[config.mk]
export PLATFORM = sky130hd
export DESIGN_NAME = row_filter_and_project_core
export DESIGN_NICKNAME = d
export VERILOG_FILES = /design/src/rtl/rfp_pkg.sv /design/src/rtl/rfp_ram.sv /design/src/rtl/rfp_cfg_regs.sv /design/src/rtl/rfp_convert.sv /design/src/rtl/row_filter_and_project_core.sv
export SDC_FILE = /design/constraint.sdc
export NUM_CORES = 1
export LEC_CHECK = 0
export BUFFER_PORTS_ARGS = -buffer_cell sky130_fd_sc_hd__buf_2
export CORE_MARGIN = 2
export CORE_UTILIZATION = 55
export DETAILED_ROUTE_END_ITERATION = 7
export GPL_ROUTABILITY_DRIVEN = 0
export PLACE_DENSITY = 0.72
export SETUP_SLACK_MARGIN = 0.02
export SYNTH_ARGS = -nofsm -noshare
export SYNTH_HDL_FRONTEND = slang
export SYNTH_SLANG_ARGS = --single-unit
export TNS_END_PERCENT = 5
[constraint.sdc]
create_clock -name clk -period 7.2 [get_ports clk]
set_input_delay 0.72 -clock clk [delete_from_list [all_inputs] [get_ports clk]]
set_output_delay 0.72 -clock clk [all_outputs]
set_load 0.02 [all_outputs]
[src/rtl/rfp_pkg.sv]
`default_nettype none

package rfp_pkg;

    // configuration port
    localparam int CFG_INDEX_W = 3;
    localparam int CFG_DATA_W  = 32;

    // register indexes
    localparam logic [CFG_INDEX_W-1:0] REG_COLUMN_COUNT  = 3'd0;
    localparam logic [CFG_INDEX_W-1:0] REG_FLOAT_MASK    = 3'd1;
    localparam logic [CFG_INDEX_W-1:0] REG_FILTER_COLUMN = 3'd2;
    localparam logic [CFG_INDEX_W-1:0] REG_COMPARE_OP    = 3'd3;
    localparam logic [CFG_INDEX_W-1:0] REG_COMPARE_VALUE = 3'd4;
    localparam logic [CFG_INDEX_W-1:0] REG_PROJECT_MASK  = 3'd5;

    // compare operators
    localparam logic [2:0] OP_EQ = 3'd0;
    localparam logic [2:0] OP_NE = 3'd1;
    localparam logic [2:0] OP_GT = 3'd2;
    localparam logic [2:0] OP_GE = 3'd3;
    localparam logic [2:0] OP_LT = 3'd4;
    localparam logic [2:0] OP_LE = 3'd5;

    // column masks are fixed at 16 bits
    localparam int MASK_W = 16;

    typedef struct packed {
        logic [4:0]        column_count;
        logic [MASK_W-1:0] float_column_mask;
        logic [3:0]        filter_column;
        logic [2:0]        compare_op;
        logic [31:0]       compare_value;
        logic [MASK_W-1:0] project_mask;
    } rfp_cfg_t;

    function automatic logic [31:0] byte_reverse(input logic [31:0] w);
        return ((w & 32'hFF00_0000) >> 24) | ((w & 32'h00FF_0000) >> 8) |
               ((w & 32'h0000_FF00) << 8)  | ((w & 32'h0000_00FF) << 24);
    endfunction

    // single float to signed integer, truncate toward zero, saturating, nan to zero
    function automatic logic [31:0] float_to_int(input logic [31:0] b);
        logic        neg;
        logic [7:0]  ex;
        logic [22:0] frac;
        logic [31:0] man;
        logic [31:0] mag;
        logic [31:0] res;
        neg  = b[31];
        ex   = b[30:23];
        frac = b[22:0];
        man  = {8'b0, 1'b1, frac};
        mag  = '0;
        if (ex == 8'hFF && frac != '0) begin
            res = '0;
        end
        else if (ex < 8'd127) begin
            res = '0;
        end
        else if (ex >= 8'd158) begin
            res = neg ? 32'h8000_0000 : 32'h7FFF_FFFF;
        end
        else begin
            if (ex >= 8'd150) begin
                mag = man << (ex - 8'd150);
            end
            else begin
                mag = man >> (8'd150 - ex);
            end
            res = neg ? (32'd0 - mag) : mag;
        end
        return res;
    endfunction

endpackage

`default_nettype wire

[src/rtl/rfp_ram.sv]
`default_nettype none

module rfp_ram #(
    parameter int WIDTH = 32,
    parameter int DEPTH = 16
) (
    input  wire logic                     clk,
    input  wire logic                     we,
    input  wire logic [$clog2(DEPTH)-1:0] waddr,
    input  wire logic [WIDTH-1:0]         wdata,
    input  wire logic                     re,
    input  wire logic [$clog2(DEPTH)-1:0] raddr,
    output      logic [WIDTH-1:0]         rdata
);

    logic [WIDTH-1:0] mem_reg [DEPTH];
    logic [WIDTH-1:0] rdata_reg;

    always_ff @(posedge clk)
    begin
        if (we)
        begin
            mem_reg[waddr] <= wdata;
        end
        if (re)
        begin
            rdata_reg <= mem_reg[raddr];
        end
    end

    assign rdata = rdata_reg;

endmodule

`default_nettype wire

[src/rtl/rfp_cfg_regs.sv]
`default_nettype none

module rfp_cfg_regs (
    input  wire logic                             clk,
    input  wire logic                             rst_n,
    input  wire logic                             cfg_valid,
    output      logic                             cfg_ready,
    input  wire logic [rfp_pkg::CFG_INDEX_W-1:0]  cfg_index,
    input  wire logic [rfp_pkg::CFG_DATA_W-1:0]   cfg_data,
    output      rfp_pkg::rfp_cfg_t                cfg
);

    rfp_pkg::rfp_cfg_t cfg_reg;
    rfp_pkg::rfp_cfg_t cfg_next;

    assign cfg_ready = 1'b1;

    always_comb
    begin
        cfg_next = cfg_reg;
        if (cfg_valid)
        begin
            unique case (cfg_index)
                rfp_pkg::REG_COLUMN_COUNT:  cfg_next.column_count      = cfg_data[4:0];
                rfp_pkg::REG_FLOAT_MASK:    cfg_next.float_column_mask = cfg_data[15:0];
                rfp_pkg::REG_FILTER_COLUMN: cfg_next.filter_column     = cfg_data[3:0];
                rfp_pkg::REG_COMPARE_OP:    cfg_next.compare_op        = cfg_data[2:0];
                rfp_pkg::REG_COMPARE_VALUE: cfg_next.compare_value     = cfg_data[31:0];
                rfp_pkg::REG_PROJECT_MASK:  cfg_next.project_mask      = cfg_data[15:0];
                default:                    cfg_next = cfg_reg;
            endcase
        end
    end

    always_ff @(posedge clk or negedge rst_n)
    begin
        if (!rst_n)
        begin
            cfg_reg.column_count      <= 5'd1;
            cfg_reg.float_column_mask <= '0;
            cfg_reg.filter_column     <= '0;
            cfg_reg.compare_op        <= '0;
            cfg_reg.compare_value     <= '0;
            cfg_reg.project_mask      <= '0;
        end
        else
        begin
            cfg_reg <= cfg_next;
        end
    end

    assign cfg = cfg_reg;

endmodule

`default_nettype wire

[src/rtl/rfp_convert.sv]
`default_nettype none

module rfp_convert (
    input  wire logic [31:0] raw_word,
    input  wire logic        is_float,
    output      logic [31:0] word
);

    logic [31:0] swapped;

    // file bytes are little-endian, value wants them reversed
    assign swapped = rfp_pkg::byte_reverse(raw_word);
    assign word    = is_float ? rfp_pkg::float_to_int(swapped) : swapped;

endmodule

`default_nettype wire

[src/rtl/row_filter_and_project_core.sv]
// input: a column word is taken every cycle while a row streams in
// at the row's last word: the filter column is read (ST_FILT) and tested (ST_CMP), then the
// projected columns are read from the row memory and registered onto the output
// readout: one projected column per cycle from the row memory's read port while out_ready
// holds high; no input is taken until the last projected column is in the output register
// reset: control state and configuration back to defaults at once, row memory is not cleared
`default_nettype none

module row_filter_and_project_core #(
    parameter int MAX_COLUMNS = 16
) (
    input  wire logic                             clk,
    input  wire logic                             rst_n,
    // configuration writes
    input  wire logic                             cfg_valid,
    output      logic                             cfg_ready,
    input  wire logic [rfp_pkg::CFG_INDEX_W-1:0]  cfg_index,
    input  wire logic [rfp_pkg::CFG_DATA_W-1:0]   cfg_data,
    // column words in
    input  wire logic                             in_valid,
    output      logic                             in_ready,
    input  wire logic [31:0]                      raw_word,
    // projected columns out
    output      logic                             out_valid,
    input  wire logic                             out_ready,
    output      logic [3:0]                       column_index,
    output      logic signed [31:0]               column_value,
    output      logic                             last_of_row
);

    localparam int AW = $clog2(MAX_COLUMNS);
    localparam int CW = $clog2(MAX_COLUMNS + 1);

    // sequencer states
    localparam logic [1:0] ST_IN     = 2'd0;  // streaming row words into memory
    localparam logic [1:0] ST_FILT   = 2'd1;  // filter column read in flight
    localparam logic [1:0] ST_CMP    = 2'd2;  // predicate on read data
    localparam logic [1:0] ST_SCAN   = 2'd3;  // reading out projected columns

    rfp_pkg::rfp_cfg_t cfg;

    logic [1:0]              state_reg, state_next;
    logic [AW-1:0]           pos_reg, pos_next;
    logic [rfp_pkg::MASK_W-1:0] pending_reg, pending_next;
    logic                    rd_busy_reg, rd_busy_next;
    logic                    rd_last_reg, rd_last_next;
    logic [3:0]              rd_idx_reg, rd_idx_next;
    logic                    out_valid_reg, out_valid_next;
    logic [3:0]              out_index_reg, out_index_next;
    logic [31:0]             out_value_reg, out_value_next;
    logic                    out_last_reg, out_last_next;

    logic [CW-1:0]           count_eff;
    logic                    row_end;
    logic                    is_float;
    logic [31:0]             conv_word;
    logic                    in_fire;
    logic [rfp_pkg::MASK_W-1:0] eff_mask;
    logic                    filter_ok;
    logic                    pred;
    logic [3:0]              scan_idx;
    logic [rfp_pkg::MASK_W-1:0] pending_after;
    logic                    out_free;
    logic                    capture;
    logic                    issue;
    logic                    ram_re;
    logic [AW-1:0]           ram_raddr;
    logic [31:0]             ram_rdata;

    rfp_cfg_regs u_cfg (
        .clk       (clk),
        .rst_n     (rst_n),
        .cfg_valid (cfg_valid),
        .cfg_ready (cfg_ready),
        .cfg_index (cfg_index),
        .cfg_data  (cfg_data),
        .cfg       (cfg)
    );

    // columns per row, zero acts as one, clipped to the memory depth
    always_comb
    begin
        if (cfg.column_count == '0)
        begin
            count_eff = CW'(1);
        end
        else if (32'(cfg.column_count) > 32'(MAX_COLUMNS))
        begin
            count_eff = CW'(MAX_COLUMNS);
        end
        else
        begin
            count_eff = CW'(cfg.column_count);
        end
    end

    assign in_ready = (state_reg == ST_IN);
    assign in_fire  = in_valid && in_ready;
    assign row_end  = (32'(pos_reg) + 32'd1) >= 32'(count_eff);
    assign is_float = (32'(pos_reg) < 32'd16) && cfg.float_column_mask[4'(pos_reg)];

    rfp_convert u_conv (
        .raw_word (raw_word),
        .is_float (is_float),
        .word     (conv_word)
    );

    // one row of converted words; written on every accepted word
    rfp_ram #(
        .WIDTH (32),
        .DEPTH (MAX_COLUMNS)
    ) u_row_ram (
        .clk   (clk),
        .we    (in_fire),
        .waddr (pos_reg),
        .wdata (conv_word),
        .re    (ram_re),
        .raddr (ram_raddr),
        .rdata (ram_rdata)
    );

    // projected columns that fall inside the row
    always_comb
    begin
        for (int c = 0; c < rfp_pkg::MASK_W; c++)
        begin
            eff_mask[c] = cfg.project_mask[c] && (c < 32'(count_eff));
        end
    end

    assign filter_ok = 32'(cfg.filter_column) < 32'(count_eff);

    // signed compare of the filter column against the compare value
    always_comb
    begin
        unique case (cfg.compare_op)
            rfp_pkg::OP_EQ: pred = $signed(ram_rdata) == $signed(cfg.compare_value);
            rfp_pkg::OP_NE: pred = $signed(ram_rdata) != $signed(cfg.compare_value);
            rfp_pkg::OP_GT: pred = $signed(ram_rdata) >  $signed(cfg.compare_value);
            rfp_pkg::OP_GE: pred = $signed(ram_rdata) >= $signed(cfg.compare_value);
            rfp_pkg::OP_LT: pred = $signed(ram_rdata) <  $signed(cfg.compare_value);
            rfp_pkg::OP_LE: pred = $signed(ram_rdata) <= $signed(cfg.compare_value);
            default:        pred = 1'b0;
        endcase
    end

    // lowest pending column goes next, so columns leave in ascending order
    always_comb
    begin
        scan_idx = '0;
        for (int c = rfp_pkg::MASK_W - 1; c >= 0; c--)
        begin
            if (pending_reg[c])
            begin
                scan_idx = 4'(c);
            end
        end
    end

    assign pending_after = pending_reg & ~(16'd1 << scan_idx);

    // one read in flight; its data waits in the memory output until the
    // output register can take it
    assign out_free = !out_valid_reg || out_ready;
    assign capture  = (state_reg == ST_SCAN) && rd_busy_reg && out_free;
    assign issue    = (state_reg == ST_SCAN) && (pending_reg != '0) &&
                      (!rd_busy_reg || capture);

    always_comb
    begin
        ram_re    = 1'b0;
        ram_raddr = AW'(cfg.filter_column);
        if (state_reg == ST_FILT)
        begin
            ram_re = 1'b1;
        end
        else if (issue)
        begin
            ram_re    = 1'b1;
            ram_raddr = AW'(scan_idx);
        end
    end

    always_comb
    begin
        state_next     = state_reg;
        pos_next       = pos_reg;
        pending_next   = pending_reg;
        rd_busy_next   = rd_busy_reg;
        rd_last_next   = rd_last_reg;
        rd_idx_next    = rd_idx_reg;
        out_valid_next = out_valid_reg;
        out_index_next = out_index_reg;
        out_value_next = out_value_reg;
        out_last_next  = out_last_reg;

        // output register drains whatever the sequencer does
        if (out_valid_reg && out_ready)
        begin
            out_valid_next = 1'b0;
        end

        unique case (state_reg)
            ST_IN:
            begin
                if (in_fire)
                begin
                    if (row_end)
                    begin
                        pos_next   = '0;
                        state_next = ST_FILT;
                    end
                    else
                    begin
                        pos_next = pos_reg + AW'(1);
                    end
                end
            end
            ST_FILT:
            begin
                state_next = ST_CMP;
            end
            ST_CMP:
            begin
                if (filter_ok && pred && (eff_mask != '0))
                begin
                    pending_next = eff_mask;
                    rd_busy_next = 1'b0;
                    state_next   = ST_SCAN;
                end
                else
                begin
                    state_next = ST_IN;
                end
            end
            ST_SCAN:
            begin
                if (capture)
                begin
                    out_valid_next = 1'b1;
                    out_index_next = rd_idx_reg;
                    out_value_next = ram_rdata;
                    out_last_next  = rd_last_reg;
                    rd_busy_next   = 1'b0;
                    if (rd_last_reg)
                    begin
                        state_next = ST_IN;
                    end
                end
                if (issue)
                begin
                    rd_busy_next = 1'b1;
                    rd_idx_next  = scan_idx;
                    rd_last_next = (pending_after == '0);
                    pending_next = pending_after;
                end
            end
            default:
            begin
                state_next = ST_IN;
            end
        endcase
    end

    always_ff @(posedge clk or negedge rst_n)
    begin
        if (!rst_n)
        begin
            state_reg     <= ST_IN;
            pos_reg       <= '0;
            pending_reg   <= '0;
            rd_busy_reg   <= 1'b0;
            rd_last_reg   <= 1'b0;
            out_valid_reg <= 1'b0;
        end
        else
        begin
            state_reg     <= state_next;
            pos_reg       <= pos_next;
            pending_reg   <= pending_next;
            rd_busy_reg   <= rd_busy_next;
            rd_last_reg   <= rd_last_next;
            out_valid_reg <= out_valid_next;
        end
    end

    // payload, no reset
    always_ff @(posedge clk)
    begin
        rd_idx_reg    <= rd_idx_next;
        out_index_reg <= out_index_next;
        out_value_reg <= out_value_next;
        out_last_reg  <= out_last_next;
    end

    assign out_valid    = out_valid_reg;
    assign column_index = out_index_reg;
    assign column_value = $signed(out_value_reg);
    assign last_of_row  = out_last_reg;

endmodule

`default_nettype wire

==> parameters.txt, run 1 <==
Parameter                              Value

Pwr
  Combinational share of power    0.290
  Worst vdd ir    0.000232 V
  Total net switching power    0.00422 W
  Sw Share    0.325
  Sequential Power Share    0.448
  Internal power    0.00877 W
  Overall Power    0.0130 W
  Leak Pwr    12.7 nW
  Clock share of power    0.262
  Power density cells    360 nW/um2

Synth
  Share of flip-flops with an asynchronous set or reset    0.147
  Largest family of logic cells by synthesized area    multiplexers
  Netlist area before placement    32400 um2
  Syn Area/Cell    14.7 um2
  Post-synthesis xor/xnor area fraction    0.00479
  Synthesized Nets    2331
  Number of synthesized flops with an enable pin    585
  Mux cell area share after synthesis    0.162
  Synth top area cells    sky130_fd_sc_hd__edfxtp_1 54%, sky130_fd_sc_hd__mux4_2 12%, sky130_fd_sc_hd__dfrtp_1 7.7%, sky130_fd_sc_hd__nand2_1 2.6%, sky130_fd_sc_hd__mux2_2 2.4%
  Fraction of the yosys area taken by sequential cells    0.621
  Yosys synthesis warning count    0
  Most instantiated flip-flop cell in the synthesis netlist    sky130_fd_sc_hd__edfxtp_1
  Top cell type by total area after synthesis    sky130_fd_sc_hd__edfxtp_1
  Complex-gate fraction of the synthesized area    0.0859
  Number of standard cells after synthesis    2209
  #FFs+latches synth    686
  Library cells used by synthesis    88
  Share of Yosys cell area claimed by the top area cell type    0.543
  Post-synthesis simple-gate area fraction    0.0801
  Adder-cell share of the synthesized area    0.0202

Drt
  WL final    84100 um
  Remaining routing DRC violations    0
  Average vias per placed instance    6.70
  Antenna Violating Nets Remaining    0
  DR WL/cell    26.9 um
  Count of routing violations after the opening detailed-route iteration    2412
  1st-pass router iterations    6
  Detailed-route via count    20900

Clocking
  Clock Latency Late Sink    610 ps
  Number of buffers added by the clock tree synthesis step    67
  Post_cts resized    0
  Clock tree root driver cell    sky130_fd_sc_hd__clkbuf_16
  CTS hold repair buffers    0
  Setup bufs post-CTS    0
  Clk sinks    686
  Number of H-tree levels    3
  Clk slew on worst S/H paths    60 ps
  CTS tree    yes
  Number of buffers between clock root and the deepest sink    3

Global route
  Grt total ovfl    0
  First-pass GRT wire length    127000 um
  Largest net degree at the start of global routing    101
  Overall Global Routing Usage    0.280
  Via count of the first global-routing pass    20500
  Antenna violations before repair    3

Floorplan
  Horizontal die dimension    247 um
  Number of rows created at floorplan    88
  Total core area    57900 um2
  Starting density of the core    0.559
  Die footprint    60800 um2
  Boundary pin count    112
  Die height    247 um

Timing
  Max-slew violation count    0
  Worst rel slew slack    0.113
  Transition time at the pin with the least slew margin    1320 ps
  Highest clock frequency the design can meet    169 MHz
  Final period utilization    0.823
  Clk_skew    23.7 ps
  Final hold violations    0
  Final setup fails    0
  Min Clock Period, post-route    5920 ps
  Least setup slack across all paths after layout    1280 ps
  Setup TNS Final    0 ps
  RSZ-0062 raised after global routing    no

Placed design
  Setup slack at placement    833 ps
  Placed Cells incl. Taps    3002
  HPWL after detailed placement    51200 um
  Standard cell area after detailed placement    33900 um2
  Count of port buffers added during placement    110

Critical path
  Data arrival at the endpoint of the critical path    6190 ps
  Crit path max fanout    22
  Worst Setup Start Kind    primary input
  Required time of the critical path    7460 ps
  Nature of the critical path endpoint    flip-flop
  Kind of critical path    primary input to flip-flop
  R2R Path Start    pending_reg[14]
  Worst setup startpoint    raw_word[15]

Worst hold path
  Hold WC Path Type    primary input to asynchronous set/reset pin

Final layout
  Post-route insts no fill    3124
  Net count of the finished layout    2428
  Number of flip-flops under the largest register name    512
  Area growth from synthesis to layout    11.3%
  Fraction of final layout cells with drive strength greater than 1    0.232
  Design area    36000 um2

Job
  Number of maximum-capacitance violations    0

Outcome
  Run status    completed
cells by family after synthesis:
kind of cell               after synthesis
AOI/OAI and AO/OA                      410
xor gates and xnor gates                16
adders and majority gates               53
buffers and inverters                  203
DFF                                    686
muxes                                  301
other                                    1
and+or+nand+nor                        539
placed cells by master (no fill, tap or decap), types with 16 or more instances in the layout:
cell type                   count
sky130_fd_sc_hd__a21o_1        18
sky130_fd_sc_hd__a21oi_1       55
sky130_fd_sc_hd__a22oi_1       73
sky130_fd_sc_hd__buf_2        109
sky130_fd_sc_hd__buf_4         56
sky130_fd_sc_hd__clkbuf_16     68
sky130_fd_sc_hd__clkinv_1      16
sky130_fd_sc_hd__dfrtp_1      100
sky130_fd_sc_hd__edfxtp_1     585
sky130_fd_sc_hd__ha_1          50
sky130_fd_sc_hd__inv_1         61
sky130_fd_sc_hd__mux2_2        67
sky130_fd_sc_hd__mux2i_1       59
sky130_fd_sc_hd__mux4_2       169
sky130_fd_sc_hd__nand2_1      223
sky130_fd_sc_hd__nand3_1       54
sky130_fd_sc_hd__nand4_1       20
sky130_fd_sc_hd__nor2_1        65
sky130_fd_sc_hd__nor2_4        17
sky130_fd_sc_hd__nor3_1        26
sky130_fd_sc_hd__nor4_1        22
sky130_fd_sc_hd__o211ai_1      24
sky130_fd_sc_hd__o21ai_0      101
sky130_fd_sc_hd__o31ai_1       18
synthesized netlist by cell type (6+ instances only):
master and instances:
sky130_fd_sc_hd__nor2b_1 8, sky130_fd_sc_hd__buf_4 9, sky130_fd_sc_hd__nand2b_1 12, sky130_fd_sc_hd__nand3_1 54, sky130_fd_sc_hd__o211ai_1 24, sky130_fd_sc_hd__buf_2 18
sky130_fd_sc_hd__ha_1 50, sky130_fd_sc_hd__nand2_1 223, sky130_fd_sc_hd__o31ai_1 18, sky130_fd_sc_hd__nor2_1 82, sky130_fd_sc_hd__nor4_1 22, sky130_fd_sc_hd__and3_1 15
sky130_fd_sc_hd__nand4_1 20, sky130_fd_sc_hd__a22oi_1 73, sky130_fd_sc_hd__o31a_1 7, sky130_fd_sc_hd__dfrtp_1 100, sky130_fd_sc_hd__o21ai_1 6, sky130_fd_sc_hd__o21ai_0 103
sky130_fd_sc_hd__clkbuf_1 81, sky130_fd_sc_hd__mux2i_1 59, sky130_fd_sc_hd__or3_1 12, sky130_fd_sc_hd__a211oi_1 13, sky130_fd_sc_hd__xnor2_1 12, sky130_fd_sc_hd__buf_1 25
sky130_fd_sc_hd__edfxtp_1 585, sky130_fd_sc_hd__or4_1 13, sky130_fd_sc_hd__a21o_1 18, sky130_fd_sc_hd__nor4b_1 6, sky130_fd_sc_hd__and2_1 9, sky130_fd_sc_hd__a21oi_1 55
sky130_fd_sc_hd__mux2_2 68, sky130_fd_sc_hd__mux4_2 169, sky130_fd_sc_hd__o22ai_1 6, sky130_fd_sc_hd__nor3_1 31, sky130_fd_sc_hd__o21a_1 9, sky130_fd_sc_hd__inv_1 61
metrics by stage:
| step | hold WS (ps) | utilization |
|---|---|---|
| after global routing | 39.0 | 0.622 |
| after floorplan | 400 | - |
| after global placement | 412 | 0.586 |
| final | 28.7 | 0.622 |
| after CTS | 9.56 | 0.622 |
| after detailed placement | 411 | 0.586 |
per-layer routing:
layer  global-route usage  part of all wire  routed length, um  up-vias
met5                    0                 0                  0        -
met4                0.108             0.036               3060        0
met3               0.0443             0.090               7540      202
met2                0.456              0.49              40900     1214
met1                0.382              0.39              32600    10600
li1                     -                 -                  -     8961
power by group through the flow:
| stage | Combinational [W] | Clock, W | Sequential [W] |
|---|---|---|---|
| 6_report | 0.00377 | 0.00341 | 0.00582 |
| 5_1_grt | 0.00410 | 0.00360 | 0.00586 |
| 4_1_cts | 0.00374 | 0.00345 | 0.00581 |
| 3_5_place_dp | 0.00371 | 0 | 0.00589 |
| 3_3_place_gp | 0.00358 | 0 | 0.00586 |
| 2_1_floorplan | 0.00250 | 0 | 0.00576 |
final timing paths:
kind / to / slack, ps / cells past startpoint
worst min-delay path: pending_reg[7] / 30 / 1
max in group asynchronous: u_cfg.cfg[36] / 5850 / 2
worst max register to register: u_row_ram.rdata[16] / 2590 / 11
worst max-delay path: u_row_ram.mem_reg[11][28] / 1280 / 13
worst min register to register: column_index[0] / 420 / 0
min in group clk: u_cfg.cfg[44] / 310 / 3
final cells by class:
type / instances / area [um2]
Fill cell: 4237 / 21900
Timing Repair Buffer: 166 / 986
Clock inverter: 36 / 303
Multi-Input combinational cell: 1320 / 11600
Inverter: 65 / 244
Sequential cell: 686 / 20100
Clock buffer: 85 / 1830
Tap cell: 765 / 957
Antenna cell: 1 / 2.50
critical path, stage by stage:
cell	delay, ps
sky130_fd_sc_hd__buf_2	170
sky130_fd_sc_hd__inv_2	170
sky130_fd_sc_hd__ha_1	920
sky130_fd_sc_hd__mux4_2	600
sky130_fd_sc_hd__and2_0	170
sky130_fd_sc_hd__a31oi_1	240
sky130_fd_sc_hd__mux2i_1	150
sky130_fd_sc_hd__a32oi_1	560
sky130_fd_sc_hd__nand4b_1	290
sky130_fd_sc_hd__or3_1	420
sky130_fd_sc_hd__or4_1	640
sky130_fd_sc_hd__o31a_1	360
sky130_fd_sc_hd__a211oi_2	760
Note: power is estimated with default switching activity, not from simulation.
==> inputs of run 2 (changes only) <==
clock period = 5.8 ns   (was 7.2 ns; I/O delays follow)
==> parameters.txt, run 2 (synthesized netlist as in run 1, its figures left out) <==
Parameter                              Value

Final layout
  Area growth from synthesis to layout    11.9%
  Design area    36200 um2 (+0.51%)
  Post-route insts no fill    3148 (+0.77%)
  Net count of the finished layout    2451 (+0.95%)
  Multi-input logic area    11600 um2 (unchanged)
  FILL cells    4131 (-2.5%)
  Highest-count cells in the layout ignoring fill and taps    585 x sky130_fd_sc_hd__edfxtp_1, 223 x sky130_fd_sc_hd__nand2_1, 169 x sky130_fd_sc_hd__mux4_2, 109 x sky130_fd_sc_hd__buf_2, 101 x sky130_fd_sc_hd__o21ai_0
  Fraction of final layout cells with drive strength greater than 1    0.242 (+0.00983)
  Area taken by flip-flops and latches    20100 um2 (unchanged)
  Number of flip-flops under the largest register name    512 (unchanged)
  Most common cell after layout, fill and taps aside    sky130_fd_sc_hd__edfxtp_1

Clocking
  Clk slew on worst S/H paths    60 ps (about the same)
  Setup bufs post-CTS    0 (unchanged)
  Clock tree root driver cell    sky130_fd_sc_hd__clkbuf_16
  CTS hold repair buffers    0 (unchanged)
  Number of H-tree levels    3 (unchanged)
  Post_cts resized    0 (unchanged)
  Number of buffers between clock root and the deepest sink    3 (unchanged)
  Number of buffers added by the clock tree synthesis step    68 (+1.5%)
  Clk sinks    686 (unchanged)
  CTS tree    yes
  Clock Latency Late Sink    620 ps (about the same)

Critical path
  Critical Path, Cell by Cell    buf_2, buf_4, nand2b_1, a21oi_2, and4_1, o21ai_1, buf_4, nor4_1, nor4_2, buf_4, nand4_1, buf_4, or4_1, o31a_1, a211oi_2
  Crit path max fanout    43 (+95%)
  Worst setup startpoint    raw_word[15]
  Kind of critical path    primary input to flip-flop
  Worst Setup Start Kind    primary input
  End of the worst register-to-register path    pending_reg[7]
  Data arrival at the endpoint of the critical path    5260 ps (-930 ps)
  Depth of the worst register-to-register path    12 (+1)
  Nature of the critical path endpoint    flip-flop
  Slowest stage cell on the critical path    sky130_fd_sc_hd__a211oi_2
  Crit-path most repeated cell    sky130_fd_sc_hd__buf_4
  Delay contributed by the slowest stage of the critical path    680 ps (-240 ps)
  R2R Setup Slk    1350 ps (-1240 ps)
  R2R Path Start    u_row_ram.rdata[31]
  Critical Path Sink    u_row_ram.mem_reg[8][28]
  Required time of the critical path    6080 ps (-1380 ps)

Job
  Number of maximum-capacitance violations    0 (unchanged)

Pwr
  Leak Pwr    12.8 nW (+0.80%)
  Worst vdd ir    0.000275 V (+19%)
  Power density cells    446 nW/um2 (+24%)

Placed design
  Placed Cells incl. Taps    3024 (+0.73%)
  Count of port buffers added during placement    110 (unchanged)
  Setup slack at placement    367 ps (-467 ps)
  HPWL after detailed placement    52800 um (+3.2%)
  Standard cell area after detailed placement    34100 um2 (+0.52%)

Timing
  Max-slew violation count    0 (unchanged)
  Final hold violations    0 (unchanged)
  Worst rel slew slack    0.119 (+0.00656)
  Highest clock frequency the design can meet    201 MHz
  Final setup fails    0 (unchanged)
  Setup TNS Final    0 ps (unchanged)
  Hold Worst Slack    2.48 ps (-26.2 ps)
  Least setup slack across all paths after layout    821 ps (-456 ps)
  Final period utilization    0.858
  RSZ-0062 raised after global routing    no
  Transition time at the pin with the least slew margin    1310 ps (-9.11 ps)
  Min Clock Period, post-route    4980 ps
  Clk_skew    26.9 ps (+3.21 ps)

Drt
  1st-pass router iterations    6 (unchanged)
  Average vias per placed instance    6.70 (about the same)
  Remaining routing DRC violations    0 (unchanged)
  Count of routing violations after the opening detailed-route iteration    2343 (-2.9%)
  Antenna Violating Nets Remaining    0 (unchanged)
  Detailed-route via count    21100 (+0.76%)
  WL final    83800 um (-0.25%)
  DR WL/cell    26.6 um (-1.0%)

Global route
  Antenna violations before repair    3 (unchanged)
  Via count of the first global-routing pass    20700 (+0.67%)
  Overall Global Routing Usage    0.279 (-0.00149)
  Largest net degree at the start of global routing    65 (-36%)
  Grt total ovfl    0 (unchanged)
  First-pass GRT wire length    127000 um (about the same)

Floorplan
  Die footprint    60800 um2 (unchanged)
  Horizontal die dimension    247 um (unchanged)
  Boundary pin count    112 (unchanged)
  Starting density of the core    0.559 (unchanged)
  Total core area    57900 um2 (unchanged)
  Number of rows created at floorplan    88 (unchanged)
  Die height    247 um (unchanged)

Outcome
  Run status    completed

Worst hold path
  Hold WC Path Type    primary input to asynchronous set/reset pin
[run 2: cell count changes in the layout (fill, tap and decap cells not counted), moves of 2 or more]
cell / delta
sky130_fd_sc_hd__buf_4: +21
sky130_fd_sc_hd__clkinv_1: -9
sky130_fd_sc_hd__clkbuf_8: -6
sky130_fd_sc_hd__clkinv_2: +5
sky130_fd_sc_hd__clkinvlp_4: +5
sky130_fd_sc_hd__clkbuf_1: +4
sky130_fd_sc_hd__clkbuf_16: +2
[run 2: worst max-delay path, delay by kind of cell]
family	cells	cell delay (ps)
simple gates	6	1780
compound gates	4	1590
buf+inv	5	1290
[run 2: per-layer routing]
layer | track usage | share of wire | wire [um]
met5 | 0 | 0 | 0
met4 | 0.0996 | 0.032 | 2670
met3 | 0.0420 | 0.092 | 7750
met2 | 0.458 | 0.49 | 40900
met1 | 0.382 | 0.39 | 32600
[run 2: how the worst min path moves through the flow]
stage	startpoint	end	slack (ps)	cells past startpoint
floorplan	rst_n	out_valid	280	0
global placement	rd_idx_reg[3]	column_index[3]	400	0
detailed placement	rd_idx_reg[3]	column_index[3]	410	0
CTS	rst_n	pending_reg[1]	20	1
global route	rst_n	pending_reg[12]	60	1
finish	rst_n	pending_reg[2]	2	1
[run 2: power breakdown]
part	internal, W	switching (W)	leakage [nW]	total [W]
clock network	0.00241	0.00182	1.04	0.00424
registers	0.00686	0.000359	6.57	0.00722
logic	0.00165	0.00307	5.23	0.00471
total	0.0109	0.00525	12.8	0.0162
[run 2: stage by stage]
stage	total power (W)	utilization
global placement	0.0117	0.589
finish	0.0162	0.626
global route	0.0169	0.626
detailed placement	0.0120	0.589
floorplan	0.0103	-
CTS	0.0162	0.626
[run 2: cell type report]
| type | instances | area share |
|---|---|---|
| Multi-Input combinational cell | 1320 | 0.321 |
| Antenna cell | 1 | 0.0000691 |
| Clock inverter | 37 | 0.00884 |
| Clock buffer | 86 | 0.0501 |
| Timing Repair Buffer | 188 | 0.0321 |
| Inverter | 65 | 0.00673 |
| Tap cell | 765 | 0.0264 |
| Sequential cell | 686 | 0.555 |
